## src/hdl/sha256_pair_round_adder_diff_cost_macros.svh

```systemverilog
// assertion helpers for the round adder differential block
`ifndef SHA256_PAIR_ROUND_ADDER_DIFF_COST_MACROS_SVH
`define SHA256_PAIR_ROUND_ADDER_DIFF_COST_MACROS_SVH

// implication checked every clock outside reset
`define SPR_ASSERT_IMP(label, ante, cons) \
    label: assert property (@(posedge clk) disable iff (!rst_n) (ante) |-> (cons)) \
        else $error("check failed");

// next-cycle implication checked outside reset
`define SPR_ASSERT_NEXT(label, ante, cons) \
    label: assert property (@(posedge clk) disable iff (!rst_n) (ante) |=> (cons)) \
        else $error("check failed");

`endif

```

## src/hdl/spr_pkg.sv

```systemverilog
package spr_pkg;

    localparam logic OP_LOAD  = 1'b0;
    localparam logic OP_ROUND = 1'b1;

    localparam logic [2:0] ADDER_LAST = 3'd6;

    localparam logic [31:0] LM_MASK = 32'h7FFF_FFFF;

    // one accepted beat as it travels from front to back
    typedef struct packed {
        logic        opcode;
        logic [2:0]  word_index;
        logic [31:0] load_value_first;
        logic [31:0] load_value_second;
        logic [31:0] round_constant;
        logic [31:0] word_first;
        logic [31:0] word_second;
        logic        derive_second;
    } cmd_t;

    typedef struct packed {
        logic [2:0]  adder_index;
        logic        active;
        logic [31:0] diff_alpha;
        logic [31:0] diff_beta;
        logic [31:0] diff_gamma;
        logic [5:0]  weight_alpha;
        logic [5:0]  weight_beta;
        logic [5:0]  weight_gamma;
        logic [4:0]  cost_bits;
        logic        incompatible;
        logic [5:0]  max_weight;
        logic        last;
    } rec_t;

    function automatic logic [31:0] rotr(input logic [31:0] x, input int n);
        rotr = (x >> n) | (x << (32 - n));
    endfunction

    function automatic logic [31:0] sig0(input logic [31:0] a);
        sig0 = rotr(a, 2) ^ rotr(a, 13) ^ rotr(a, 22);
    endfunction

    function automatic logic [31:0] sig1(input logic [31:0] e);
        sig1 = rotr(e, 6) ^ rotr(e, 11) ^ rotr(e, 25);
    endfunction

    function automatic logic [5:0] popcnt(input logic [31:0] x);
        logic [5:0] n;
        n = '0;
        for (int i = 0; i < 32; i++)
        begin
            n = n + {5'd0, x[i]};
        end
        popcnt = n;
    endfunction

endpackage

```

## src/hdl/spr_cmd_queue.sv

```systemverilog
module spr_cmd_queue
    import spr_pkg::*;
#(
    parameter int DEPTH = 4
)
(
    input  logic clk,
    input  logic rst_n,
    input  logic push,
    input  cmd_t push_data,
    output logic full,
    input  logic pop,
    output cmd_t pop_data,
    output logic empty
);
    localparam int AW = $clog2(DEPTH);

    cmd_t          mem_reg [DEPTH];
    logic [AW:0]   count_reg;
    logic [AW-1:0] wr_reg;
    logic [AW-1:0] rd_reg;
    logic          do_push;
    logic          do_pop;

    assign full     = (count_reg == (AW+1)'(DEPTH));
    assign empty    = (count_reg == '0);
    assign do_push  = push && !full;
    assign do_pop   = pop && !empty;
    assign pop_data = mem_reg[rd_reg];

    always_ff @(posedge clk)
    begin
        if (do_push)
        begin
            mem_reg[wr_reg] <= push_data;
        end
    end

    always_ff @(posedge clk or negedge rst_n)
    begin
        if (!rst_n)
        begin
            count_reg <= '0;
            wr_reg    <= '0;
            rd_reg    <= '0;
        end
        else
        begin
            if (do_push)
            begin
                wr_reg <= (wr_reg == AW'(DEPTH - 1)) ? '0 : wr_reg + 1'b1;
            end
            if (do_pop)
            begin
                rd_reg <= (rd_reg == AW'(DEPTH - 1)) ? '0 : rd_reg + 1'b1;
            end
            count_reg <= count_reg + {{AW{1'b0}}, do_push} - {{AW{1'b0}}, do_pop};
        end
    end
endmodule

```

## src/hdl/spr_round_engine.sv

```systemverilog
module spr_round_engine
    import spr_pkg::*;
(
    input  logic clk,
    input  logic rst_n,
    input  logic cmd_valid,
    input  cmd_t cmd,
    output logic cmd_take,
    output logic rec_valid,
    output rec_t rec,
    input  logic rec_take
);
    logic [31:0] p_reg [8];
    logic [31:0] q_reg [8];
    logic [2:0]  step_reg;
    logic        busy_reg;
    logic [31:0] k_reg, w1_reg, w2_reg;
    // running values of both states
    logic [31:0] x1_reg, x2_reg, t1p_reg, t1q_reg, t2p_reg, t2q_reg;
    rec_t        out_reg;
    logic        out_v_reg;

    logic [31:0] s1p, s1q, chp, chq, s0p, s0q, mjp, mjq, corr;
    logic [31:0] ap, aq, bp, bq, yp, yq;
    logic        adv;
    rec_t        r;
    logic [31:0] al, be, ga, eqv, eqs, viol;
    logic        inc, act;
    logic [5:0]  wa, wb, cw;

    assign s1p = sig1(p_reg[4]);
    assign s1q = sig1(q_reg[4]);
    assign chp = (p_reg[4] & p_reg[5]) ^ (~p_reg[4] & p_reg[6]);
    assign chq = (q_reg[4] & q_reg[5]) ^ (~q_reg[4] & q_reg[6]);
    assign s0p = sig0(p_reg[0]);
    assign s0q = sig0(q_reg[0]);
    assign mjp = (p_reg[0] & p_reg[1]) ^ (p_reg[0] & p_reg[2]) ^ (p_reg[1] & p_reg[2]);
    assign mjq = (q_reg[0] & q_reg[1]) ^ (q_reg[0] & q_reg[2]) ^ (q_reg[1] & q_reg[2]);
    assign corr = (p_reg[7] - q_reg[7]) + (s1p - s1q) + (chp - chq)
                + (s0p + mjp) - (s0q + mjq);

    assign adv = !out_v_reg || rec_take;
    assign cmd_take = cmd_valid && !busy_reg && (cmd.opcode == OP_LOAD || adv);

    always_comb
    begin
        ap = x1_reg; aq = x2_reg; bp = '0; bq = '0;
        unique case (step_reg)
            3'd0:
            begin
                ap = p_reg[7]; aq = q_reg[7]; bp = s1p; bq = s1q;
            end
            3'd1:
            begin
                bp = chp; bq = chq;
            end
            3'd2:
            begin
                bp = k_reg; bq = k_reg;
            end
            3'd3:
            begin
                bp = w1_reg; bq = w2_reg;
            end
            3'd4:
            begin
                ap = s0p; aq = s0q; bp = mjp; bq = mjq;
            end
            3'd5:
            begin
                ap = t1p_reg; aq = t1q_reg; bp = t2p_reg; bq = t2q_reg;
            end
            3'd6:
            begin
                ap = p_reg[3]; aq = q_reg[3]; bp = t1p_reg; bq = t1q_reg;
            end
            default:
            begin
                ap = x1_reg;
            end
        endcase
        yp = ap + bp;
        yq = aq + bq;
        al = ap ^ aq;
        be = bp ^ bq;
        ga = yp ^ yq;
        act = (al | be) != '0;
        eqv = ~(al ^ be) & ~(al ^ ga);
        eqs = ~((al ^ be) << 1) & ~((al ^ ga) << 1);
        viol = (al ^ be ^ ga ^ (be << 1)) & eqs;
        inc = act && (viol != '0);
        wa = popcnt(al);
        wb = popcnt(be);
        cw = popcnt(~eqv & LM_MASK);
        r.adder_index  = step_reg;
        r.active       = act;
        r.diff_alpha   = al;
        r.diff_beta    = be;
        r.diff_gamma   = ga;
        r.weight_alpha = wa;
        r.weight_beta  = wb;
        r.weight_gamma = popcnt(ga);
        r.cost_bits    = (act && !inc) ? cw[4:0] : 5'd0;
        r.incompatible = inc;
        r.max_weight   = (wa > wb) ? wa : wb;
        r.last         = (step_reg == ADDER_LAST);
    end

    assign rec_valid = out_v_reg;
    assign rec       = out_reg;

    always_ff @(posedge clk)
    begin
        if (cmd_take && cmd.opcode == OP_ROUND)
        begin
            k_reg  <= cmd.round_constant;
            w1_reg <= cmd.word_first;
            w2_reg <= cmd.derive_second ? cmd.word_first + corr : cmd.word_second;
        end
        if (busy_reg && adv)
        begin
            out_reg <= r;
            x1_reg  <= yp;
            x2_reg  <= yq;
            if (step_reg == 3'd3)
            begin
                t1p_reg <= yp; t1q_reg <= yq;
            end
            if (step_reg == 3'd4)
            begin
                t2p_reg <= yp; t2q_reg <= yq;
            end
        end
    end

    always_ff @(posedge clk or negedge rst_n)
    begin
        if (!rst_n)
        begin
            for (int i = 0; i < 8; i++)
            begin
                p_reg[i] <= '0;
                q_reg[i] <= '0;
            end
            step_reg  <= '0;
            busy_reg  <= 1'b0;
            out_v_reg <= 1'b0;
        end
        else
        begin
            if (rec_take)
            begin
                out_v_reg <= 1'b0;
            end
            if (cmd_take && cmd.opcode == OP_LOAD)
            begin
                p_reg[cmd.word_index] <= cmd.load_value_first;
                q_reg[cmd.word_index] <= cmd.load_value_second;
            end
            else if (cmd_take)
            begin
                busy_reg <= 1'b1;
                step_reg <= '0;
            end
            if (busy_reg && adv)
            begin
                out_v_reg <= 1'b1;
                if (step_reg == ADDER_LAST)
                begin
                    busy_reg <= 1'b0;
                    // shift both states one round
                    p_reg[7] <= p_reg[6]; p_reg[6] <= p_reg[5]; p_reg[5] <= p_reg[4];
                    p_reg[4] <= yp; p_reg[3] <= p_reg[2]; p_reg[2] <= p_reg[1];
                    p_reg[1] <= p_reg[0]; p_reg[0] <= t1p_reg + t2p_reg;
                    q_reg[7] <= q_reg[6]; q_reg[6] <= q_reg[5]; q_reg[5] <= q_reg[4];
                    q_reg[4] <= yq; q_reg[3] <= q_reg[2]; q_reg[2] <= q_reg[1];
                    q_reg[1] <= q_reg[0]; q_reg[0] <= t1q_reg + t2q_reg;
                end
                else
                begin
                    step_reg <= step_reg + 3'd1;
                end
            end
        end
    end
endmodule

```

## src/hdl/sha256_pair_round_adder_diff_cost.sv

```systemverilog
// A round beat produces seven adder records, one per cycle from a shared adder-pair datapath
// unless an unpopped record holds the result register. The engine takes beats from the queue
// only while idle, so any beat waits until the running round ends. An accepted round beat
// sets the busy and step registers before its first record is computed into the result
// register. Beats wait in a queue of QUEUE_DEPTH entries (four by default), which fills and
// raises full when records are not popped or rounds outpace the engine. The result register
// holds one record, and pop in the same cycle keeps it streaming.
module sha256_pair_round_adder_diff_cost
    import spr_pkg::*;
#(
    parameter int QUEUE_DEPTH = 4
)
(
    input  logic        clk,
    input  logic        rst_n,
    input  logic        push,
    output logic        full,
    input  logic        opcode,
    input  logic [2:0]  word_index,
    input  logic [31:0] load_value_first,
    input  logic [31:0] load_value_second,
    input  logic [31:0] round_constant,
    input  logic [31:0] word_first,
    input  logic [31:0] word_second,
    input  logic        derive_second,
    output logic        empty,
    input  logic        pop,
    output logic [2:0]  adder_index,
    output logic        active,
    output logic [31:0] diff_alpha,
    output logic [31:0] diff_beta,
    output logic [31:0] diff_gamma,
    output logic [5:0]  weight_alpha,
    output logic [5:0]  weight_beta,
    output logic [5:0]  weight_gamma,
    output logic [4:0]  cost_bits,
    output logic        incompatible,
    output logic [5:0]  max_weight,
    output logic        last
);
`include "sha256_pair_round_adder_diff_cost_macros.svh"

    cmd_t in_cmd, q_cmd;
    logic q_empty, q_take, rec_valid;
    rec_t rec;

    assign in_cmd = '{opcode, word_index, load_value_first, load_value_second,
                      round_constant, word_first, word_second, derive_second};

    spr_cmd_queue #(.DEPTH(QUEUE_DEPTH)) u_queue (
        .clk(clk), .rst_n(rst_n), .push(push), .push_data(in_cmd), .full(full),
        .pop(q_take), .pop_data(q_cmd), .empty(q_empty)
    );

    spr_round_engine u_engine (
        .clk(clk), .rst_n(rst_n), .cmd_valid(!q_empty), .cmd(q_cmd), .cmd_take(q_take),
        .rec_valid(rec_valid), .rec(rec), .rec_take(pop && !empty)
    );

    assign empty        = !rec_valid;
    assign adder_index  = rec.adder_index;
    assign active       = rec.active;
    assign diff_alpha   = rec.diff_alpha;
    assign diff_beta    = rec.diff_beta;
    assign diff_gamma   = rec.diff_gamma;
    assign weight_alpha = rec.weight_alpha;
    assign weight_beta  = rec.weight_beta;
    assign weight_gamma = rec.weight_gamma;
    assign cost_bits    = rec.cost_bits;
    assign incompatible = rec.incompatible;
    assign max_weight   = rec.max_weight;
    assign last         = rec.last;

    `SPR_ASSERT_IMP(a_last_idx, !empty, last == (adder_index == ADDER_LAST))
    `SPR_ASSERT_IMP(a_inc_cost, !empty && incompatible, cost_bits == 5'd0 && active)
    `SPR_ASSERT_NEXT(a_hold, !empty && !pop, !empty && $stable(diff_gamma))
endmodule
```

## config.mk

```make
export PLATFORM = sky130hd
export DESIGN_NAME = sha256_pair_round_adder_diff_cost
export DESIGN_NICKNAME = d
export VERILOG_FILES = /design/src/hdl/spr_pkg.sv /design/src/hdl/spr_cmd_queue.sv /design/src/hdl/spr_round_engine.sv /design/src/hdl/sha256_pair_round_adder_diff_cost.sv
export VERILOG_INCLUDE_DIRS = /design/src /design/src/hdl
export SDC_FILE = /design/constraint.sdc
export NUM_CORES = 2
export LEC_CHECK = 0
export BUFFER_PORTS_ARGS = -buffer_cell sky130_fd_sc_hd__buf_4
export CORE_UTILIZATION = 45
export DETAILED_ROUTE_END_ITERATION = 6
export GPL_TIMING_DRIVEN = 0
export SETUP_SLACK_MARGIN = 0.2
export SLEW_MARGIN = 20
export SYNTH_ARGS = -nofsm -noshare
export SYNTH_HDL_FRONTEND = slang
export SYNTH_SLANG_ARGS = --single-unit
```

## constraint.sdc

```tcl
create_clock -name clk -period 10.6 [get_ports clk]
set_input_delay 1.06 -clock clk [delete_from_list [all_inputs] [get_ports clk]]
set_output_delay 1.06 -clock clk [all_outputs]
set_load 0.01 [all_outputs]
```

==> flow_metrics.env <==
export IMPL_cts_buffers=178
export IMPL_overflow=0
export IMPL_period_needed_ns=10.43
export IMPL_synth_area_um2=90800
export IMPL_dp_hpwl_um=373000
export IMPL_crit_family="adder cells"
export IMPL_cts_buffer_depth=3
export IMPL_hp_class="in -> reg"
export IMPL_crit_top_cell="inv_1"
export IMPL_run_status="complete, but fails checks"
export IMPL_drv_cap=0
export IMPL_start_util=0.454
export IMPL_ys_seq_elements=1603
export IMPL_synth_cell_types=100
export IMPL_max_freq_mhz=95.9
export IMPL_finalCritPeriodShare=0.984
export IMPL_vias=69500
export IMPL_fp_dieW_um=451
export IMPL_first_pass_iters=7
export IMPL_slew_headroom=0.0580
export IMPL_clockRootBuffer="clkbuf_16"
export IMPL_cp_slowest_cell="fa_1"
export IMPL_die_area_um2=204000
export IMPL_drc=113
export IMPL_synth_flop_cell="edfxtp_1"
export IMPL_ys_seq_area_frac=0.501
export IMPL_gp_congestion=1.14
export IMPL_design_area_um2=107000
export IMPL_critical_path_max_stage_delay_ns=0.54
export IMPL_clkTransAtPathRegs_ns=0.06
export IMPL_grt_antenna_before_repair=75
export IMPL_htreeDepth=4
export IMPL_violations="design-rule violations"
export IMPL_path_class="reg -> reg"
export IMPL_drive_gt1_frac=0.175
export IMPL_dpl_cell_area_um2=98400
export IMPL_grt_pass1_wl_um=606000
export IMPL_largest_register_ff_count=660
export IMPL_rsz0062_at_grt="yes"
export IMPL_grt_max_degree=90
export IMPL_via_per_inst=6.43
export IMPL_hold_viol=0
export IMPL_yosysMostFrequentCell="edfxtp_1"
export IMPL_wl_per_cell_um=42.8
export IMPL_worstPathMaxFanout=10
export IMPL_ys_async_sr_fraction=0.327
export IMPL_skew_ns=0.0791
export IMPL_num_rows=164
export IMPL_synth_nets=8082
export IMPL_grt_pass1_vias=65900
export IMPL_cts_tree="done"
export IMPL_routed_wl_um=462000
export IMPL_synth_edff_count=1079
export IMPL_yosys_top_cells_count="edfxtp_1, nand2_1, o21ai_0"
export IMPL_worst_path_buf_inv=13
export IMPL_netlist_instances=7300
export IMPL_ios=302
export IMPL_critPathLaunchType="register"
export IMPL_synth_top_area_cell="edfxtp_1"
export IMPL_area_growth_syn_to_layout_pct=17.6
export IMPL_cts_sinks=1603
export IMPL_worstSetupEndpointType="register"
export IMPL_required_ns=11.15
export IMPL_core_area_um2=200000
export IMPL_arrival_ns=10.97
export IMPL_ys_warn_count=0
export IMPL_utilization=0.534
export IMPL_fin_nets=8734
export IMPL_drt_iter0_drc=10700
export IMPL_ant_nets=0
export IMPL_synth_top_area_share=0.357
export IMPL_worst_slew_pin_slew_ns=1.40
export IMPL_setup_violations=0
export IMPL_die_h_um=451
export IMPL_synthesis_area_per_instance_um2=12.4
export IMPL_clk_insertion_delay_late_ns=0.89
export IMPL_synthTopCellsByArea="edfxtp_1, dfrtp_1, fa_1"
export IMPL_grt_usage=0.452
export IMPL_slew_violations=0
export IMPL_port_buffers=301
repair_timing:
action | 4_1_cts | 5_1_grt
endpoints found under the setup margin | 31 | 18
hold endpoints to repair | 7 | 0
gates resized for setup | 216 | 128
buffers inserted | 55 | 28
pin swaps | 46 | 43
hold buffers | 1 | 0
per-layer routing:
| metal | part of all wire | global-route usage |
|---|---|---|
| met5 | 0.00061 | 0 |
| met4 | 0.092 | 0.340 |
| met3 | 0.13 | 0.175 |
| met2 | 0.41 | 0.626 |
| met1 | 0.37 | 0.568 |
layout by cell type, fill, tap and decap left out, types with 25 or more instances in the layout:
cell	n
xnor2_1	309
clkbuf_1	312
clkinv_2	35
xnor2_2	54
mux2i_1	556
a22oi_1	73
clkbuf_16	184
a21oi_1	159
o21ai_1	28
a222oi_1	40
a22o_1	29
o211ai_1	38
nor3_1	57
a21o_1	100
inv_1	576
ha_1	230
a211oi_1	28
nand2b_1	43
fa_1	367
buf_2	46
nand3_1	30
mux2_2	46
o21ai_0	623
buf_4	413
and3_1	31
mux4_2	164
maj3_1	30
nor2_1	143
buf_6	45
edfxtp_1	1079
nor2b_1	32
dfrtp_1	522
diode_2	36
o21a_1	38
buf_16	26
clkinv_1	25
clkbuf_2	41
xor2_1	131
xnor3_1	32
nand2_1	706
worst paths after layout:
path                                      startpoint                       to  slack (ns)  depth (start not counted)
worst min register to register    u_engine.q_reg[55]       u_engine.q_reg[23]        0.48                          2
worst max register to register  u_engine.step_reg[0]         u_engine.rec[12]        0.17                         38
max in group asynchronous                      rst_n      u_engine.q_reg[147]        7.88                          6
worst max-delay path            u_engine.step_reg[0]         u_engine.rec[12]        0.17                         38
worst min-delay path            load_value_first[16]  u_queue.mem_reg[0][145]        0.38                          1
min in group asynchronous                      rst_n       u_engine.p_reg[78]        0.63                          2
layout make-up:
type	instances	area, um2
buffer	449	2190
clock buffer	227	4950
fill	17100	93300
sequential	1603	45500
inverter	581	2200
tap	2656	3320
timing repair buffer	474	4390
multi-input combinational	4665	43000
clock inverter	109	1150
antenna	36	90.1
through the flow:
step           setup WS (ns)  instances  TNS (ns)  hold WS, ns
2_1_floorplan          0.895       7300         0        0.460
3_3_place_gp           -4.70      10300    -75.20        0.478
3_5_place_dp           -3.01      10300    -40.69        0.489
4_1_cts                0.135      10700         0        0.341
5_1_grt                0.130      10800         0        0.359
6_report               0.170      10800         0        0.378
kinds of logic (layout without fill, tap and decap cells):
group           after synthesis  after routing  synth area share
other cells                   0             36                 0
buf+inv                    1032           1840            0.0446
mux                         769            769             0.108
flops                      1603           1603             0.501
fa+ha+maj                   643            643             0.119
xor+xnor                    568            568            0.0632
compound gates             1496           1496             0.106
simple gates               1189           1189            0.0578
Power is not shown: default switching activity piles up to over one toggle a cycle in this logic, so the estimate is an artifact.
